--- config.mk ---
export PLATFORM = sky130hd
export DESIGN_NAME = projective_envelope_validator
export DESIGN_NICKNAME = d
export VERILOG_FILES = /design/src/rtl/pev_pkg.sv /design/src/rtl/projective_envelope_validator.sv
export VERILOG_INCLUDE_DIRS = /design/src /design/src/rtl
export SDC_FILE = /design/constraint.sdc
export NUM_CORES = 1
export LEC_CHECK = 0
export BUFFER_PORTS_ARGS = -buffer_cell sky130_fd_sc_hd__buf_4
export CAP_MARGIN = 10
export CELL_PAD_IN_SITES_DETAIL_PLACEMENT = 0
export CELL_PAD_IN_SITES_GLOBAL_PLACEMENT = 1
export CORE_MARGIN = 1
export CORE_UTILIZATION = 30
export DETAILED_ROUTE_END_ITERATION = 8
export PLACE_DENSITY = 0.67
export SLEW_MARGIN = 40
export SYNTH_ARGS = -nofsm -noshare
export SYNTH_HDL_FRONTEND = slang
export SYNTH_SLANG_ARGS = --single-unit
--- constraint.sdc ---
create_clock -name clk -period 9.1 [get_ports clk]
set_input_delay 0.91 -clock clk [delete_from_list [all_inputs] [get_ports clk]]
set_output_delay 0.91 -clock clk [all_outputs]
set_load 0.02 [all_outputs]
--- src/rtl/projective_envelope_validator_assert.svh ---
// Assertion macros for the projective envelope validator.
// No dependencies; compiled out when SYNTH is defined.
`ifndef PROJECTIVE_ENVELOPE_VALIDATOR_ASSERT_SVH
`define PROJECTIVE_ENVELOPE_VALIDATOR_ASSERT_SVH
`ifndef SYNTH
`define PEV_ASSERT_IMPLIES(label, clk, rst_n, ante, cons) \
    label: assert property (@(posedge clk) disable iff (!rst_n) (ante) |-> (cons)) \
        else $error("pev assertion failed");
`define PEV_ASSERT_NEXT(label, clk, rst_n, ante, cons) \
    label: assert property (@(posedge clk) disable iff (!rst_n) (ante) |=> (cons)) \
        else $error("pev assertion failed");
`else
`define PEV_ASSERT_IMPLIES(label, clk, rst_n, ante, cons)
`define PEV_ASSERT_NEXT(label, clk, rst_n, ante, cons)
`endif
`endif

--- src/rtl/pev_pkg.sv ---
`timescale 1ns / 1ps
// Types, codes and bit functions for the projective envelope validator.
// No dependencies.
package pev_pkg;

    localparam logic [31:0] SEED_MUL    = 32'h9E37_79B9;
    localparam logic [15:0] DELTA_CONST = 16'h55AA;
    localparam int          NUM_SLOTS   = 8;

    localparam logic [1:0] STATUS_VALID      = 2'd0;
    localparam logic [1:0] STATUS_UNSAFE     = 2'd1;
    localparam logic [1:0] STATUS_MISMATCH   = 2'd2;
    localparam logic [1:0] STATUS_TRANSITION = 2'd3;

    localparam logic [1:0] HALF_NONE  = 2'd0;
    localparam logic [1:0] HALF_UPPER = 2'd1;
    localparam logic [1:0] HALF_LOWER = 2'd2;

    typedef struct packed {
        logic [7:0]  gauge_slot_0;
        logic [7:0]  gauge_slot_1;
        logic [7:0]  gauge_slot_2;
        logic [7:0]  gauge_slot_3;
        logic [7:0]  gauge_slot_4;
        logic [7:0]  gauge_slot_5;
        logic [7:0]  gauge_slot_6;
        logic [7:0]  gauge_slot_7;
        logic [63:0] expected_kernel_low;
        logic [63:0] expected_kernel_high;
        logic [31:0] car_word;
        logic [31:0] cdr_word;
    } envelope_t;

    typedef struct packed {
        logic [63:0] kernel_low;
        logic [63:0] kernel_high;
        logic [1:0]  status;
        logic [1:0]  forbidden_half;
    } verdict_t;

    // Encoding word of one point; only ever called with constant points.
    function automatic logic [31:0] enc_word(input logic [4:0] pt);
        logic [31:0] seed;
        logic [2:0]  r;
        logic [63:0] dbl;
        seed = {27'd0, pt} * SEED_MUL;
        r    = {2'b00, pt[0]} + {2'b00, pt[1]} + {2'b00, pt[2]}
             + {2'b00, pt[3]} + {2'b00, pt[4]};
        dbl  = {seed, seed} << r;
        return dbl[63:32] ^ (32'd1 << pt);
    endfunction

    function automatic logic [15:0] dlt(input logic [15:0] x);
        return {x[14:0], x[15]} ^ {x[12:0], x[15:13]} ^ {x[1:0], x[15:2]} ^ DELTA_CONST;
    endfunction

    function automatic logic [15:0] fmap(input logic [15:0] x);
        return dlt(x) ^ x;
    endfunction

    function automatic logic sub_unsafe(input logic [15:0] x);
        logic [15:0] fx;
        fx = fmap(x);
        return (fx == 16'd0) || (fmap(fx) == x);
    endfunction

endpackage

--- src/rtl/projective_envelope_validator.sv ---
`timescale 1ns / 1ps
// Projective envelope validator: four-stage elastic pipeline.
// Depends on pev_pkg and projective_envelope_validator_assert.svh.
// An accepted item moves through the stage 0, 1, 2 and 3 registers in order; a stall holds it.
// Throughput: one item per cycle while verdict_ready is high; set by the four pipeline registers.
// Stages: point decode, line parity per point, kernel XOR, checks and status.
// Reset clears every stage valid bit; payload registers are not reset.
`include "projective_envelope_validator_assert.svh"

module projective_envelope_validator (
    input  logic                clk,
    input  logic                rst_n,
    input  logic                envelope_valid,
    output logic                envelope_ready,
    input  pev_pkg::envelope_t  envelope,
    output logic                verdict_valid,
    input  logic                verdict_ready,
    output pev_pkg::verdict_t   verdict
);
    import pev_pkg::*;

    logic         v0_reg, v1_reg, v2_reg, v3_reg;
    logic         en0, en1, en2, en3;

    logic [31:1]  act_next, act0_reg;
    logic [127:0] exp0_reg, exp1_reg, exp2_reg;
    logic [31:0]  car0_reg, cdr0_reg;

    logic [31:1]  par_next, par1_reg;
    logic [1:0]   half_next, half1_reg, half2_reg;

    logic [127:0] kern_next, kern2_reg;

    verdict_t     out_next, out3_reg;

    logic [4:0]   pts [NUM_SLOTS];
    logic [31:0]  act_vec;

    // Elastic handshake: a stage loads when empty or when its successor loads.
    assign en3            = !v3_reg || verdict_ready;
    assign en2            = !v2_reg || en3;
    assign en1            = !v1_reg || en2;
    assign en0            = !v0_reg || en1;
    assign envelope_ready = en0;
    assign verdict_valid  = v3_reg;
    assign verdict        = out3_reg;

    // Stage 0: point set from the gauge bytes
    always_comb
    begin
        pts[0] = envelope.gauge_slot_0[4:0];
        pts[1] = envelope.gauge_slot_1[4:0];
        pts[2] = envelope.gauge_slot_2[4:0];
        pts[3] = envelope.gauge_slot_3[4:0];
        pts[4] = envelope.gauge_slot_4[4:0];
        pts[5] = envelope.gauge_slot_5[4:0];
        pts[6] = envelope.gauge_slot_6[4:0];
        pts[7] = envelope.gauge_slot_7[4:0];
        act_next = '0;
        for (int p = 1; p < 32; p++)
        begin
            for (int i = 0; i < NUM_SLOTS; i++)
            begin
                if (pts[i] == 5'(p))
                begin
                    act_next[p] = 1'b1;
                end
            end
        end
    end

    // Stage 1: a point enters the kernel when an odd number of full lines
    // pass through it; each line through p is taken once, from its smaller q.
    assign act_vec = {act0_reg, 1'b0};

    always_comb
    begin
        logic lines;
        par_next = '0;
        for (int p = 1; p < 32; p++)
        begin
            lines = 1'b0;
            for (int q = 1; q < 32; q++)
            begin
                if (5'(q) < (5'(q) ^ 5'(p)))
                begin
                    lines = lines ^ (act_vec[q] & act_vec[5'(q) ^ 5'(p)]);
                end
            end
            par_next[p] = act_vec[p] & lines;
        end
    end

    always_comb
    begin
        logic [15:0] ch, cl, dh, dl;
        ch = car0_reg[31:16];
        cl = car0_reg[15:0];
        dh = cdr0_reg[31:16];
        dl = cdr0_reg[15:0];
        priority if (dlt(ch) == dh && dlt(dh) == ch)
        begin
            half_next = HALF_UPPER;
        end
        else if (dlt(cl) == dl && dlt(dl) == cl)
        begin
            half_next = HALF_LOWER;
        end
        else
        begin
            half_next = HALF_NONE;
        end
    end

    // Stage 2: kernel as XOR of constant encodings
    always_comb
    begin
        kern_next = '0;
        for (int p = 1; p < 32; p++)
        begin
            if (par1_reg[p])
            begin
                kern_next[(p >> 3) * 32 +: 32] = kern_next[(p >> 3) * 32 +: 32]
                                               ^ enc_word(5'(p));
            end
        end
    end

    // Stage 3: safety over eight subblocks, compare, status priority
    always_comb
    begin
        logic unsafe;
        unsafe = 1'b0;
        for (int s = 0; s < 8; s++)
        begin
            unsafe = unsafe | sub_unsafe(kern2_reg[s * 16 +: 16]);
        end
        out_next.kernel_low     = kern2_reg[63:0];
        out_next.kernel_high    = kern2_reg[127:64];
        out_next.forbidden_half = half2_reg;
        priority if (unsafe)
        begin
            out_next.status = STATUS_UNSAFE;
        end
        else if (kern2_reg != exp2_reg)
        begin
            out_next.status = STATUS_MISMATCH;
        end
        else if (half2_reg != HALF_NONE)
        begin
            out_next.status = STATUS_TRANSITION;
        end
        else
        begin
            out_next.status = STATUS_VALID;
        end
    end

    always_ff @(posedge clk or negedge rst_n)
    begin
        if (!rst_n)
        begin
            v0_reg <= 1'b0;
            v1_reg <= 1'b0;
            v2_reg <= 1'b0;
            v3_reg <= 1'b0;
        end
        else
        begin
            if (en0) v0_reg <= envelope_valid;
            if (en1) v1_reg <= v0_reg;
            if (en2) v2_reg <= v1_reg;
            if (en3) v3_reg <= v2_reg;
        end
    end

    always_ff @(posedge clk)
    begin
        if (en0)
        begin
            act0_reg <= act_next;
            exp0_reg <= {envelope.expected_kernel_high, envelope.expected_kernel_low};
            car0_reg <= envelope.car_word;
            cdr0_reg <= envelope.cdr_word;
        end
        if (en1)
        begin
            par1_reg  <= par_next;
            exp1_reg  <= exp0_reg;
            half1_reg <= half_next;
        end
        if (en2)
        begin
            kern2_reg <= kern_next;
            exp2_reg  <= exp1_reg;
            half2_reg <= half1_reg;
        end
        if (en3)
        begin
            out3_reg <= out_next;
        end
    end

    `PEV_ASSERT_IMPLIES(a_valid_no_half, clk, rst_n, verdict_valid && verdict.status == STATUS_VALID, verdict.forbidden_half == HALF_NONE)
    `PEV_ASSERT_IMPLIES(a_transition_has_half, clk, rst_n, verdict_valid && verdict.status == STATUS_TRANSITION, verdict.forbidden_half != HALF_NONE)
    `PEV_ASSERT_IMPLIES(a_half_code, clk, rst_n, verdict_valid, verdict.forbidden_half == HALF_NONE || verdict.forbidden_half == HALF_UPPER || verdict.forbidden_half == HALF_LOWER)
    `PEV_ASSERT_IMPLIES(a_stall_only_when_full, clk, rst_n, !envelope_ready, v0_reg && v1_reg && v2_reg && v3_reg && !verdict_ready)
    `PEV_ASSERT_NEXT(a_accept_reaches_s0, clk, rst_n, envelope_valid && envelope_ready, v0_reg)

endmodule
==> impl_metrics.env <==
export IMPL_status="finished clean"
export IMPL_grt_pass1_vias=22240
export IMPL_clockRootBuffer="clkbuf_16"
export IMPL_critPathSlowestCell="a2111oi_2"
export IMPL_cts_tree="done"
export IMPL_ant_nets=0
export IMPL_synth_seq_cells=744
export IMPL_cts_resized=0
export IMPL_clk_pin_slew_ps=60
export IMPL_postPlaceCellArea_um2=40650
export IMPL_die_area_um2=123000
export IMPL_insertion_delay_ps=690
export IMPL_layout_commonest_cell="edfxtp_1"
export IMPL_final_cell_mix="740 x edfxtp_1, 557 x xnor2_1, 405 x nand2_1"
export IMPL_switchingPower_w=0.004818
export IMPL_synth_largest_area_cell="edfxtp_1"
export IMPL_clockPowerShare_pct=24.5
export IMPL_place_inst=4689
export IMPL_drtIter0Drc=2157
export IMPL_antenna_found_initial=6
export IMPL_cp_slowest_stage_delay_ps=850
export IMPL_drc=0
export IMPL_critPathLaunchType="flop"
export IMPL_async_flop_share_pct=0.5376
export IMPL_synth_edf_count=740
export IMPL_drive_gt1_share_pct=17.43
export IMPL_io_pins=394
export IMPL_crit_required_ps=9480
export IMPL_ctsHoldBuffers=1
export IMPL_cts_setup_buffers=0
export IMPL_rsz0062_at_grt="no"
export IMPL_hold_violations=0
export IMPL_layout_nets=3425
export IMPL_fin_skew_ps=47.96
export IMPL_worst_pin_slew_ps=969.3
export IMPL_die_x_um=350.7
export IMPL_ys_warn_count=0
export IMPL_dieHeight_um=350.7
export IMPL_cell_internal_pwr_w=0.008836
export IMPL_end_kind="flop"
export IMPL_rows=127
export IMPL_power_density_nw_per_um2=314.2
export IMPL_period_share_pct=39.20
export IMPL_core_um2=120300
export IMPL_fillerInstances=11610
export IMPL_max_freq_ghz=0.2803
export IMPL_tns_ps=0
export IMPL_hpwl_um=76540
export IMPL_grt_start_max_net_pins=132
export IMPL_track_usage_pct=17.52
export IMPL_syn_nets=3151
export IMPL_wl_per_cell_um=22.63
export IMPL_slew_violations=0
export IMPL_cts_buffers=81
export IMPL_synth_main_ff_cell="edfxtp_1"
export IMPL_fin_hold_ws_ps=373.8
export IMPL_finalWeightedCongestion=0.8976
export IMPL_grt_pass1_wl_um=156900
export IMPL_power_share_sequential_pct=45.2
export IMPL_cp_max_fo=5
export IMPL_vdd_drop_max_mv=0.2122
export IMPL_clockBufferDepth=3
export IMPL_post_drt_via_cell_ratio=4.778
export IMPL_io_buffers=368
export IMPL_leakage_nw=15.07
export IMPL_drt_pass1_iter_count=6
export IMPL_finalSetupViolCount=0
export IMPL_slew_headroom_pct=35.25
export IMPL_drt_wl_total_um=109500
export IMPL_synth_top_cell_area_share_pct=60.91
export IMPL_ys_types=66
export IMPL_cts_sinks=744
export IMPL_synth_area_leaders="edfxtp_1 61%, xnor2_1 13%, xor2_1 5.4%"
export IMPL_instances_no_fill=4838
export IMPL_maxCapViolations=0
export IMPL_worstSetupPathType="flop to flop"
export IMPL_yosysSeqAreaShare_pct=61.19
export IMPL_synthCells=2891
export IMPL_p_sw_share_pct=35.28
export IMPL_num_vias=23120
export IMPL_post_route_min_period_ps=3568
export IMPL_ctsHtreeMaxLevel=3
export IMPL_syn_area_per_cell_um2=12.62
export IMPL_path_cells="xor2_1, a2111oi_2, o2111ai_1, or4_1, or4_4, nor3_2, nor2_1"
export IMPL_overflow=0
export IMPL_netlist_area_um2=36480
export IMPL_combPwrFrac_pct=30.4
export IMPL_design_area_um2=43450
export IMPL_initial_utilization_pct=30.33
export IMPL_min_path_type="flop to flop"
export IMPL_syn2layout_area_growth_pct=19.10
export IMPL_arrival_ps=3940
==> worst paths after layout <==
check	start	end	slack, ps	cells after the start
max	kern2_reg[33]$_DFFE_PP_	verdict[3]$_SDFFCE_PP0P_	5530	7
min	exp1_reg[35]$_DFFE_PP_	exp2_reg[35]$_DFFE_PP_	370	0
max reg2reg	kern2_reg[33]$_DFFE_PP_	verdict[3]$_SDFFCE_PP0P_	5530	7
min reg2reg	exp1_reg[35]$_DFFE_PP_	exp2_reg[35]$_DFFE_PP_	370	0
max in group asynchronous	rst_n	v1_reg$_DFFE_PN0P_	8400	2
min in group asynchronous	rst_n	verdict_valid$_DFFE_PN0P_	600	2
==> logic make-up (layout without fill, tap and decap cells) <==
group                     Yosys count  after routing  share of synthesized area (%)
muxes                               1              1                        0.02744
xor gates and xnor gates          789            789                          19.20
buffers and inverters             248            582                          2.878
and+or+nand+nor                   895            895                          12.19
AOI/OAI and AO/OA                 213            213                          4.510
DFF                               744            744                          61.19
other                               1              2                        0.01028
==> power by group through the flow <==
stage | registers [W] | logic (W) | clock network (W)
finish | 0.00617 | 0.00415 | 0.00334
global route | 0.00627 | 0.00454 | 0.00356
CTS | 0.00620 | 0.00416 | 0.00344
detailed placement | 0.00626 | 0.00414 | 0
global placement | 0.00625 | 0.00410 | 0
floorplan | 0.00558 | 0.00329 | 0
==> per-layer routing <==
metal / part of all wire (%) / wire, µm / track usage (%)
met4: 1.8 / 1935 / 3.761
met5: 0.084 / 92 / 0
met2: 48 / 52480 / 28.82
met1: 44 / 47820 / 23.76
met3: 6.5 / 7164 / 3.538
==> critical path: cells and delay by family (launching register included) <==
family                    cells  cell delay, ps
and+or+nand+nor               4            1410
DFF                           1             560
AOI/OAI and AO/OA             2            1060
xor gates and xnor gates      1             230
==> cell usage after synthesis (all sizes together), types with 7 or more instances <==
cell type	instances
clkbuf	155
and2	32
edfxtp	740
nand2	406
nor3	60
nor2	55
or3b	7
xor2	226
and3	25
nand2b	56
or2	8
o2111a	10
a221oi	9
or4	23
nor4	18
inv	37
nand3b	26
buf	56
nor3b	12
nor2b	51
o221ai	10
nand4	26
nand3	57
a2111oi	19
xnor2	557
o21ai	9
a21oi	9
a22oi	7
or3	23
o22ai	92
==> area by class of cell <==
cell class | instances | area (µm²) | area share, %
clock buffers | 90 | 2061 | 4.743
well taps | 1612 | 2017 | 4.642
inverters | 37 | 143.9 | 0.3312
flip-flops and latches | 744 | 22320 | 51.37
clock inverters | 53 | 670.6 | 1.543
repair buffers | 402 | 3088 | 7.107
multi-input cells | 1899 | 13150 | 30.26
diodes | 1 | 2.502 | 0.005759
==> stage by stage <==
step           total power [W]  setup WS [ps]  utilization (%)
4_1_cts                0.01380           5600            36.07
2_1_floorplan         0.008872         -970.5                -
6_report               0.01365           5532            36.12
3_3_place_gp           0.01036           5519            33.75
3_5_place_dp           0.01040           5494            33.79
5_1_grt                0.01437           5500            36.12
No activity file was read; power rests on OpenSTA's default activity.
